## config.mk

```make
export PLATFORM = sky130hd
export DESIGN_NAME = card_punch_controller
export DESIGN_NICKNAME = d
export VERILOG_FILES = /design/src/hdl/cpc_pkg.sv /design/src/hdl/cpc_step.sv /design/src/hdl/card_punch_controller.sv
export SDC_FILE = /design/constraint.sdc
export NUM_CORES = 1
export LEC_CHECK = 0
export ABC_CLOCK_PERIOD_IN_PS = 2000
export BUFFER_PORTS_ARGS = -buffer_cell sky130_fd_sc_hd__buf_2
export CORE_ASPECT_RATIO = 1.75
export CORE_UTILIZATION = 55
export DETAILED_ROUTE_END_ITERATION = 12
export PLACE_DENSITY_LB_ADDON = 0.3
export REMOVE_ABC_BUFFERS = 1
export SLEW_MARGIN = 20
export SYNTH_ARGS = -nofsm -noshare
export SYNTH_HDL_FRONTEND = slang
export SYNTH_HIERARCHICAL = 1
export SYNTH_SLANG_ARGS = --single-unit
export TNS_END_PERCENT = 5
```

## constraint.sdc

```tcl
create_clock -name clk -period 2 [get_ports clk]
set_input_delay 0.4 -clock clk [delete_from_list [all_inputs] [get_ports clk]]
set_output_delay 0.4 -clock clk [all_outputs]
set_load 0.03 [all_outputs]
```

## src/hdl/cpc_pkg.sv

```systemverilog
// cpc_pkg: shared types and constants for the card punch controller
// status and control bit positions, command and outcome codes, result struct
// no dependencies
package cpc_pkg;

  localparam int unsigned WordW  = 18;
  localparam int unsigned CountW = 7;
  localparam int unsigned CodeW  = 12;
  localparam int unsigned CmdW   = 3;
  localparam int unsigned OutcW  = 2;
  localparam int unsigned LevelW = 3;

  // command codes
  localparam logic [CmdW-1:0] CMD_CONI  = 3'd0;
  localparam logic [CmdW-1:0] CMD_CONO  = 3'd1;
  localparam logic [CmdW-1:0] CMD_DATAI = 3'd2;
  localparam logic [CmdW-1:0] CMD_DATAO = 3'd3;
  localparam logic [CmdW-1:0] CMD_TICK  = 3'd4;

  // punch mechanism outcome codes
  localparam logic [OutcW-1:0] OUTC_OK       = 2'd0;
  localparam logic [OutcW-1:0] OUTC_PICK_F   = 2'd1;
  localparam logic [OutcW-1:0] OUTC_EJECT_F  = 2'd2;

  // status word bits
  localparam logic [WordW-1:0] ST_LEVEL    = 18'o0000007;
  localparam logic [WordW-1:0] ST_DREQ     = 18'o0000010;
  localparam logic [WordW-1:0] ST_PUNCH_ON = 18'o0000040;
  localparam logic [WordW-1:0] ST_END_CARD = 18'o0000100;
  localparam logic [WordW-1:0] ST_END_EN   = 18'o0000200;
  localparam logic [WordW-1:0] ST_CARD_IN  = 18'o0000400;
  localparam logic [WordW-1:0] ST_ERROR    = 18'o0001000;
  localparam logic [WordW-1:0] ST_TRBL_EN  = 18'o0002000;
  localparam logic [WordW-1:0] ST_TRBL     = 18'o0004000;
  localparam logic [WordW-1:0] ST_EJECT_F  = 18'o0010000;
  localparam logic [WordW-1:0] ST_PICK_F   = 18'o0020000;

  // control write bits
  localparam logic [WordW-1:0] CO_SET_DREQ  = 18'o0000010;
  localparam logic [WordW-1:0] CO_CLR_DREQ  = 18'o0000020;
  localparam logic [WordW-1:0] CO_PUNCH_ON  = 18'o0000040;
  localparam logic [WordW-1:0] CO_CLR_END   = 18'o0000100;
  localparam logic [WordW-1:0] CO_EN_END    = 18'o0000200;
  localparam logic [WordW-1:0] CO_DIS_END   = 18'o0000400;
  localparam logic [WordW-1:0] CO_EN_TRBL   = 18'o0002000;
  localparam logic [WordW-1:0] CO_DIS_TRBL  = 18'o0004000;
  localparam logic [WordW-1:0] CO_EJECT     = 18'o0010000;
  localparam logic [WordW-1:0] CO_CLR_PUNCH = 18'o0100000;

  typedef struct packed {
    logic [WordW-1:0]  read_data;
    logic              irq_raise;
    logic              irq_lower;
    logic [LevelW-1:0] irq_level;
    logic              column_valid;
    logic [CountW-1:0] column_index;
    logic [CodeW-1:0]  column_code;
    logic              card_done;
  } cpc_result_t;

endpackage

```

## src/hdl/cpc_step.sv

```systemverilog
// cpc_step: next status word, column counter and result for one transfer
// purely combinational; uses cpc_pkg
module cpc_step #(
  parameter int unsigned CARD_COLUMNS = 80
) (
  input  logic [cpc_pkg::CmdW-1:0]   cmd,
  input  logic [cpc_pkg::WordW-1:0]  bus_data,
  input  logic [cpc_pkg::OutcW-1:0]  punch_outcome,
  input  logic [cpc_pkg::WordW-1:0]  status,
  input  logic [cpc_pkg::CountW-1:0] count,
  output logic [cpc_pkg::WordW-1:0]  status_nxt,
  output logic [cpc_pkg::CountW-1:0] count_nxt,
  output cpc_pkg::cpc_result_t       result
);

  localparam logic [cpc_pkg::CountW-1:0] Columns = cpc_pkg::CountW'(CARD_COLUMNS);

  logic [cpc_pkg::WordW-1:0] s;
  logic                      card_full;

  assign card_full = (count >= Columns);

  // read-modify-write of the status word
  always_comb begin
    s         = status;
    count_nxt = count;
    result    = '0;
    unique case (cmd)
      cpc_pkg::CMD_CONI: begin
        result.read_data = status;
      end
      cpc_pkg::CMD_CONO: begin
        result.irq_lower = 1'b1;
        s = (s & ~cpc_pkg::ST_LEVEL) | (bus_data & cpc_pkg::ST_LEVEL);
        if ((bus_data & cpc_pkg::CO_CLR_PUNCH) != '0) begin
          s = s & ~(cpc_pkg::ST_TRBL | cpc_pkg::ST_ERROR | cpc_pkg::ST_END_CARD |
                    cpc_pkg::ST_END_EN | cpc_pkg::ST_TRBL_EN);
        end else begin
          if ((bus_data & cpc_pkg::CO_SET_DREQ) != '0) begin
            s = s | cpc_pkg::ST_DREQ;
            result.irq_raise = 1'b1;
          end
          if ((bus_data & cpc_pkg::CO_CLR_DREQ) != '0) s = s & ~cpc_pkg::ST_DREQ;
          if ((bus_data & cpc_pkg::CO_CLR_END) != '0)  s = s & ~cpc_pkg::ST_END_CARD;
          if ((bus_data & cpc_pkg::CO_EN_END) != '0)   s = s | cpc_pkg::ST_END_EN;
          if ((bus_data & cpc_pkg::CO_DIS_END) != '0)  s = s & ~cpc_pkg::ST_END_EN;
          if ((bus_data & cpc_pkg::CO_EN_TRBL) != '0)  s = s | cpc_pkg::ST_TRBL_EN;
          if ((bus_data & cpc_pkg::CO_DIS_TRBL) != '0) s = s & ~cpc_pkg::ST_TRBL_EN;
          // eject jumps the counter to the end of the card
          if (((bus_data & cpc_pkg::CO_EJECT) != '0) &&
              ((s & cpc_pkg::ST_CARD_IN) != '0)) begin
            count_nxt = Columns;
            s = s & ~cpc_pkg::ST_DREQ;
          end
          if ((s & (cpc_pkg::ST_TRBL | cpc_pkg::ST_TRBL_EN)) ==
              (cpc_pkg::ST_TRBL | cpc_pkg::ST_TRBL_EN)) result.irq_raise = 1'b1;
          if ((s & (cpc_pkg::ST_END_CARD | cpc_pkg::ST_END_EN)) ==
              (cpc_pkg::ST_END_CARD | cpc_pkg::ST_END_EN)) result.irq_raise = 1'b1;
          if ((bus_data & cpc_pkg::CO_PUNCH_ON) != '0) s = s | cpc_pkg::ST_PUNCH_ON;
        end
      end
      cpc_pkg::CMD_DATAO: begin
        // forward the column unless the card is full
        if (!card_full) begin
          result.column_valid = 1'b1;
          result.column_index = count;
          result.column_code  = bus_data[cpc_pkg::CodeW-1:0];
          count_nxt           = count + 1'b1;
        end
        s = s & ~cpc_pkg::ST_DREQ;
        result.irq_lower = 1'b1;
      end
      cpc_pkg::CMD_TICK: begin
        if ((s & cpc_pkg::ST_PUNCH_ON) != '0) begin
          s = s | cpc_pkg::ST_CARD_IN;
          if ((s & cpc_pkg::ST_DREQ) != '0) begin
            // still waiting for the column write
            s = s;
          end else if (!card_full) begin
            s = s | cpc_pkg::ST_DREQ;
            result.irq_raise = 1'b1;
          end else begin
            // card finished
            count_nxt = '0;
            s = s & ~(cpc_pkg::ST_PUNCH_ON | cpc_pkg::ST_CARD_IN);
            s = s | cpc_pkg::ST_END_CARD;
            result.card_done = 1'b1;
            if (punch_outcome == cpc_pkg::OUTC_PICK_F)
              s = s | cpc_pkg::ST_PICK_F | cpc_pkg::ST_TRBL;
            else if (punch_outcome == cpc_pkg::OUTC_EJECT_F)
              s = s | cpc_pkg::ST_EJECT_F | cpc_pkg::ST_TRBL;
            if ((s & (cpc_pkg::ST_TRBL | cpc_pkg::ST_TRBL_EN)) ==
                (cpc_pkg::ST_TRBL | cpc_pkg::ST_TRBL_EN)) result.irq_raise = 1'b1;
            if ((s & cpc_pkg::ST_END_EN) != '0) result.irq_raise = 1'b1;
          end
        end
      end
      default: begin
        // data read and unused commands leave the state alone
        s = s;
      end
    endcase
    status_nxt       = s;
    result.irq_level = s[cpc_pkg::LevelW-1:0];
  end

endmodule

```

## src/hdl/card_punch_controller.sv

```systemverilog
// card_punch_controller: top level, input register, state and result register
// depends on cpc_pkg and cpc_step
//
// Each transfer on the in_ channel (status read, control write, data read,
// data write or service tick) yields exactly one transfer on the out_ channel.
// An item is captured in an input register; the status word and column counter
// are updated from it when it advances, while its result is loaded into the
// output register. A new item is taken every cycle as long as out_ready keeps
// the output register draining. The single status read-modify-write between
// the two registers sets that rate.
// CARD_COLUMNS sets the number of columns on a card (1 to 127).
module card_punch_controller #(
  parameter int unsigned CARD_COLUMNS = 80
) (
  input  logic                          clk,
  input  logic                          rst_n,
  input  logic                          in_valid,
  output logic                          in_ready,
  input  logic [cpc_pkg::CmdW-1:0]      in_cmd,
  input  logic [cpc_pkg::WordW-1:0]     in_bus_data,
  input  logic [cpc_pkg::OutcW-1:0]     in_punch_outcome,
  output logic                          out_valid,
  input  logic                          out_ready,
  output logic [cpc_pkg::WordW-1:0]     out_read_data,
  output logic                          out_irq_raise,
  output logic                          out_irq_lower,
  output logic [cpc_pkg::LevelW-1:0]    out_irq_level,
  output logic                          out_column_valid,
  output logic [cpc_pkg::CountW-1:0]    out_column_index,
  output logic [cpc_pkg::CodeW-1:0]     out_column_code,
  output logic                          out_card_done
);

  logic                        s1_valid_r;
  logic [cpc_pkg::CmdW-1:0]    s1_cmd_r;
  logic [cpc_pkg::WordW-1:0]   s1_bus_r;
  logic [cpc_pkg::OutcW-1:0]   s1_outc_r;

  logic [cpc_pkg::WordW-1:0]   status_r, status_nxt;
  logic [cpc_pkg::CountW-1:0]  count_r, count_nxt;

  logic                        out_valid_r;
  cpc_pkg::cpc_result_t        res_r, res_nxt;

  logic advance;
  logic in_xfer;

  // pipeline flow control
  assign advance  = s1_valid_r && (!out_valid_r || out_ready);
  assign in_ready = !s1_valid_r || advance;
  assign in_xfer  = in_valid && in_ready;

  // input register
  always_ff @(posedge clk) begin
    if (!rst_n) begin
      s1_valid_r <= 1'b0;
    end else if (in_ready) begin
      s1_valid_r <= in_valid;
    end
    if (in_xfer) begin
      s1_cmd_r  <= in_cmd;
      s1_bus_r  <= in_bus_data;
      s1_outc_r <= in_punch_outcome;
    end
  end

  cpc_step #(
    .CARD_COLUMNS(CARD_COLUMNS)
  ) u_step (
    .cmd          (s1_cmd_r),
    .bus_data     (s1_bus_r),
    .punch_outcome(s1_outc_r),
    .status       (status_r),
    .count        (count_r),
    .status_nxt   (status_nxt),
    .count_nxt    (count_nxt),
    .result       (res_nxt)
  );

  // state update and result register
  always_ff @(posedge clk) begin
    if (!rst_n) begin
      status_r    <= '0;
      count_r     <= '0;
      out_valid_r <= 1'b0;
    end else begin
      if (advance) begin
        status_r <= status_nxt;
        count_r  <= count_nxt;
      end
      if (advance) begin
        out_valid_r <= 1'b1;
      end else if (out_ready) begin
        out_valid_r <= 1'b0;
      end
    end
    if (advance) begin
      res_r <= res_nxt;
    end
  end

  assign out_valid        = out_valid_r;
  assign out_read_data    = res_r.read_data;
  assign out_irq_raise    = res_r.irq_raise;
  assign out_irq_lower    = res_r.irq_lower;
  assign out_irq_level    = res_r.irq_level;
  assign out_column_valid = res_r.column_valid;
  assign out_column_index = res_r.column_index;
  assign out_column_code  = res_r.column_code;
  assign out_card_done    = res_r.card_done;

endmodule
```

==> run metrics <==
Syn-to-layout area delta=18.12%; status=completed; Worst slew margin=0.3949; core area=0.006857 mm²; Tmin final=1.794 ns; Vias/cell=5.491; Initial Utilization=0.5659; fmax=557.5 MHz; overall global routing resource usage=0.2166; post-layout util=0.6684; DRT Pass-1 Iters=5; # Post-CTS Setup Buffers=0; Detailed Route Iter0 Violations=166; Clock Sinks=90; drt drc=0; Hold Path Origin=in_bus_data[8]; Gate Count Post-Synth=325; post-CTS sizing=0; H-tree depth=3; Worst Setup End Kind=register; CTS clk-pin slew, worst paths=0.06 ns; Routability Congestion=0.8359; filler instances=512; Hold Path Cell Cnt=1; Root Driver=clkbuf_16; WP data required=2.21 ns; Placed Cells incl. Taps=461; Cell Area, Placed=0.004284 mm²; synthesized area per cell=11.94 µm²; TritonCTS Buffers=9; r2r setup slk=0.21 ns; Setup Viol. Count Final=0; CTS tree=done; Post-Route Setup TNS=0 ns; Leakage=1.800 nW; hold slack=0.2401 ns; Worst R2R Start=s1_cmd_r[0]$_DFFE_PP_; min-delay worst type=input port to register; clock buffer depth=2; Worst Hold End=s1_bus_r[8]$_DFFE_PP_; worst reg-to-reg path cell count=6; Setup Skew=0.006612 ns; Non-Filler Instances=477; Reg-to-Reg End=status_r[3]$_SDFFE_PN0P_; Warnings, synthesis=6; Setup Crit Path Kind=register to register; share of layout cells above drive strength 1=0.2621; Final period util=0.8969; RSZ-0062 raised after global routing=false; largest net degree at the start of global routing=70; Synth Cell Area=0.003880 mm²; Slew Limit Fails=0; WL per Instance=15.43 µm; VDD IR max=0.8279 mV; hold_buf cts=0; ANT cells=0; Clk Latency, worst-skew pair=0.33 ns; global-route wire length before repair=11670 µm; vias in the first global route=2519; Die Height=113.1 µm; GRT overflow=0; PD cells=883.2 mW/mm²; design area=0.004583 mm²; Slew @ Worst Pin=0.9077 ns; hpwl dp=4913 µm; final wirelength=7358 µm; Die X=65.49 µm; Vias=2619; final hold vios=0; Critical Path Fanout Max=8; Max-cap violations=0; row cnt=40; NumNets Final=417; buffers added on ports=68; CP Data Arrival Time=2.00 ns; I/O pin count=73; Die Area=0.007408 mm²; initial antenna violation count=0; crit start category=register; DRT antenna net count=0; Critical Path Start=s1_cmd_r[0]$_DFFE_PP_
## where the power goes
group | switching [W] | internal, W
sequential | 0.0000294 | 0.00206
clock | 0.000635 | 0.00103
combinational | 0.000197 | 0.0000939
total | 0.000862 | 0.00319
## cell type report
cell class,count,area (µm²),area share
clock buffers,13,260.3,0.05678
clock inverters,3,38.79,0.008463
inverters,6,22.52,0.004914
multi-input cells,204,1291,0.2817
flip-flops and latches,90,2432,0.5307
well taps,84,105.1,0.02293
repair buffers,77,432.9,0.09446
## through the flow
step	worst slack [ns]	total power, W
floorplan	-1.072	0.002306
global placement	0.2265	0.002415
detailed placement	0.2073	0.002422
CTS	0.2096	0.004086
global route	0.06736	0.004192
finish	0.2062	0.004048
## critical path: stages (launching register included)
cell      delay (ns)
edfxtp_1        0.47
nor3b_2         0.35
and4b_1         0.49
o31ai_1         0.14
o31a_1          0.11
nand2_1         0.06
mux2i_1         0.06
## cell usage in the layout (no fill, tap or decap), types with 3 or more instances in the layout
| master | count |
|---|---|
| inv_1 | 6 |
| nand3_1 | 3 |
| and3_1 | 16 |
| a31oi_1 | 3 |
| edfxtp_1 | 63 |
| buf_2 | 68 |
| o31ai_1 | 3 |
| nor2_1 | 15 |
| mux2_2 | 3 |
| o21a_1 | 4 |
| dfxtp_1 | 27 |
| nor2b_1 | 5 |
| buf_4 | 7 |
| a31oi_2 | 3 |
| mux2i_1 | 25 |
| a21oi_1 | 10 |
| clkbuf_16 | 9 |
| and2_1 | 20 |
| nand2_1 | 61 |
## worst max path at each step
stage	to	cells past startpoint
2_1_floorplan	out_card_done$_DFFE_PP_	2
3_5_place_dp	s1_cmd_r[1]$_DFFE_PP_	4
5_1_grt	count_r[4]$_SDFFE_PN0P_	6
4_1_cts	status_r[0]$_SDFFE_PN0P_	5
6_report	status_r[3]$_SDFFE_PN0P_	6
3_3_place_gp	out_irq_level[1]$_DFFE_PP_	3
## metal layers
layer	GRT usage	routed length (µm)	vias up
li1	-	-	1272
met1	0.2371	2824	1242
met2	0.3670	4009	83
met3	0.06250	296	22
met4	0.1203	228	0
met5	0	0	-
## flip-flops by register name (all words and copies together), names as in the netlist
register          count
out_irq_raise         1
s1_outc_r             2
out_column_valid      1
out_irq_lower         1
status_r             18
s1_valid_r            1
out_read_data        18
out_card_done         1
out_valid             1
count_r               7
out_column_code      12
s1_cmd_r              3
out_column_index      7
out_irq_level         3
s1_bus_r             14
Power figures use the tool's default switching activity.
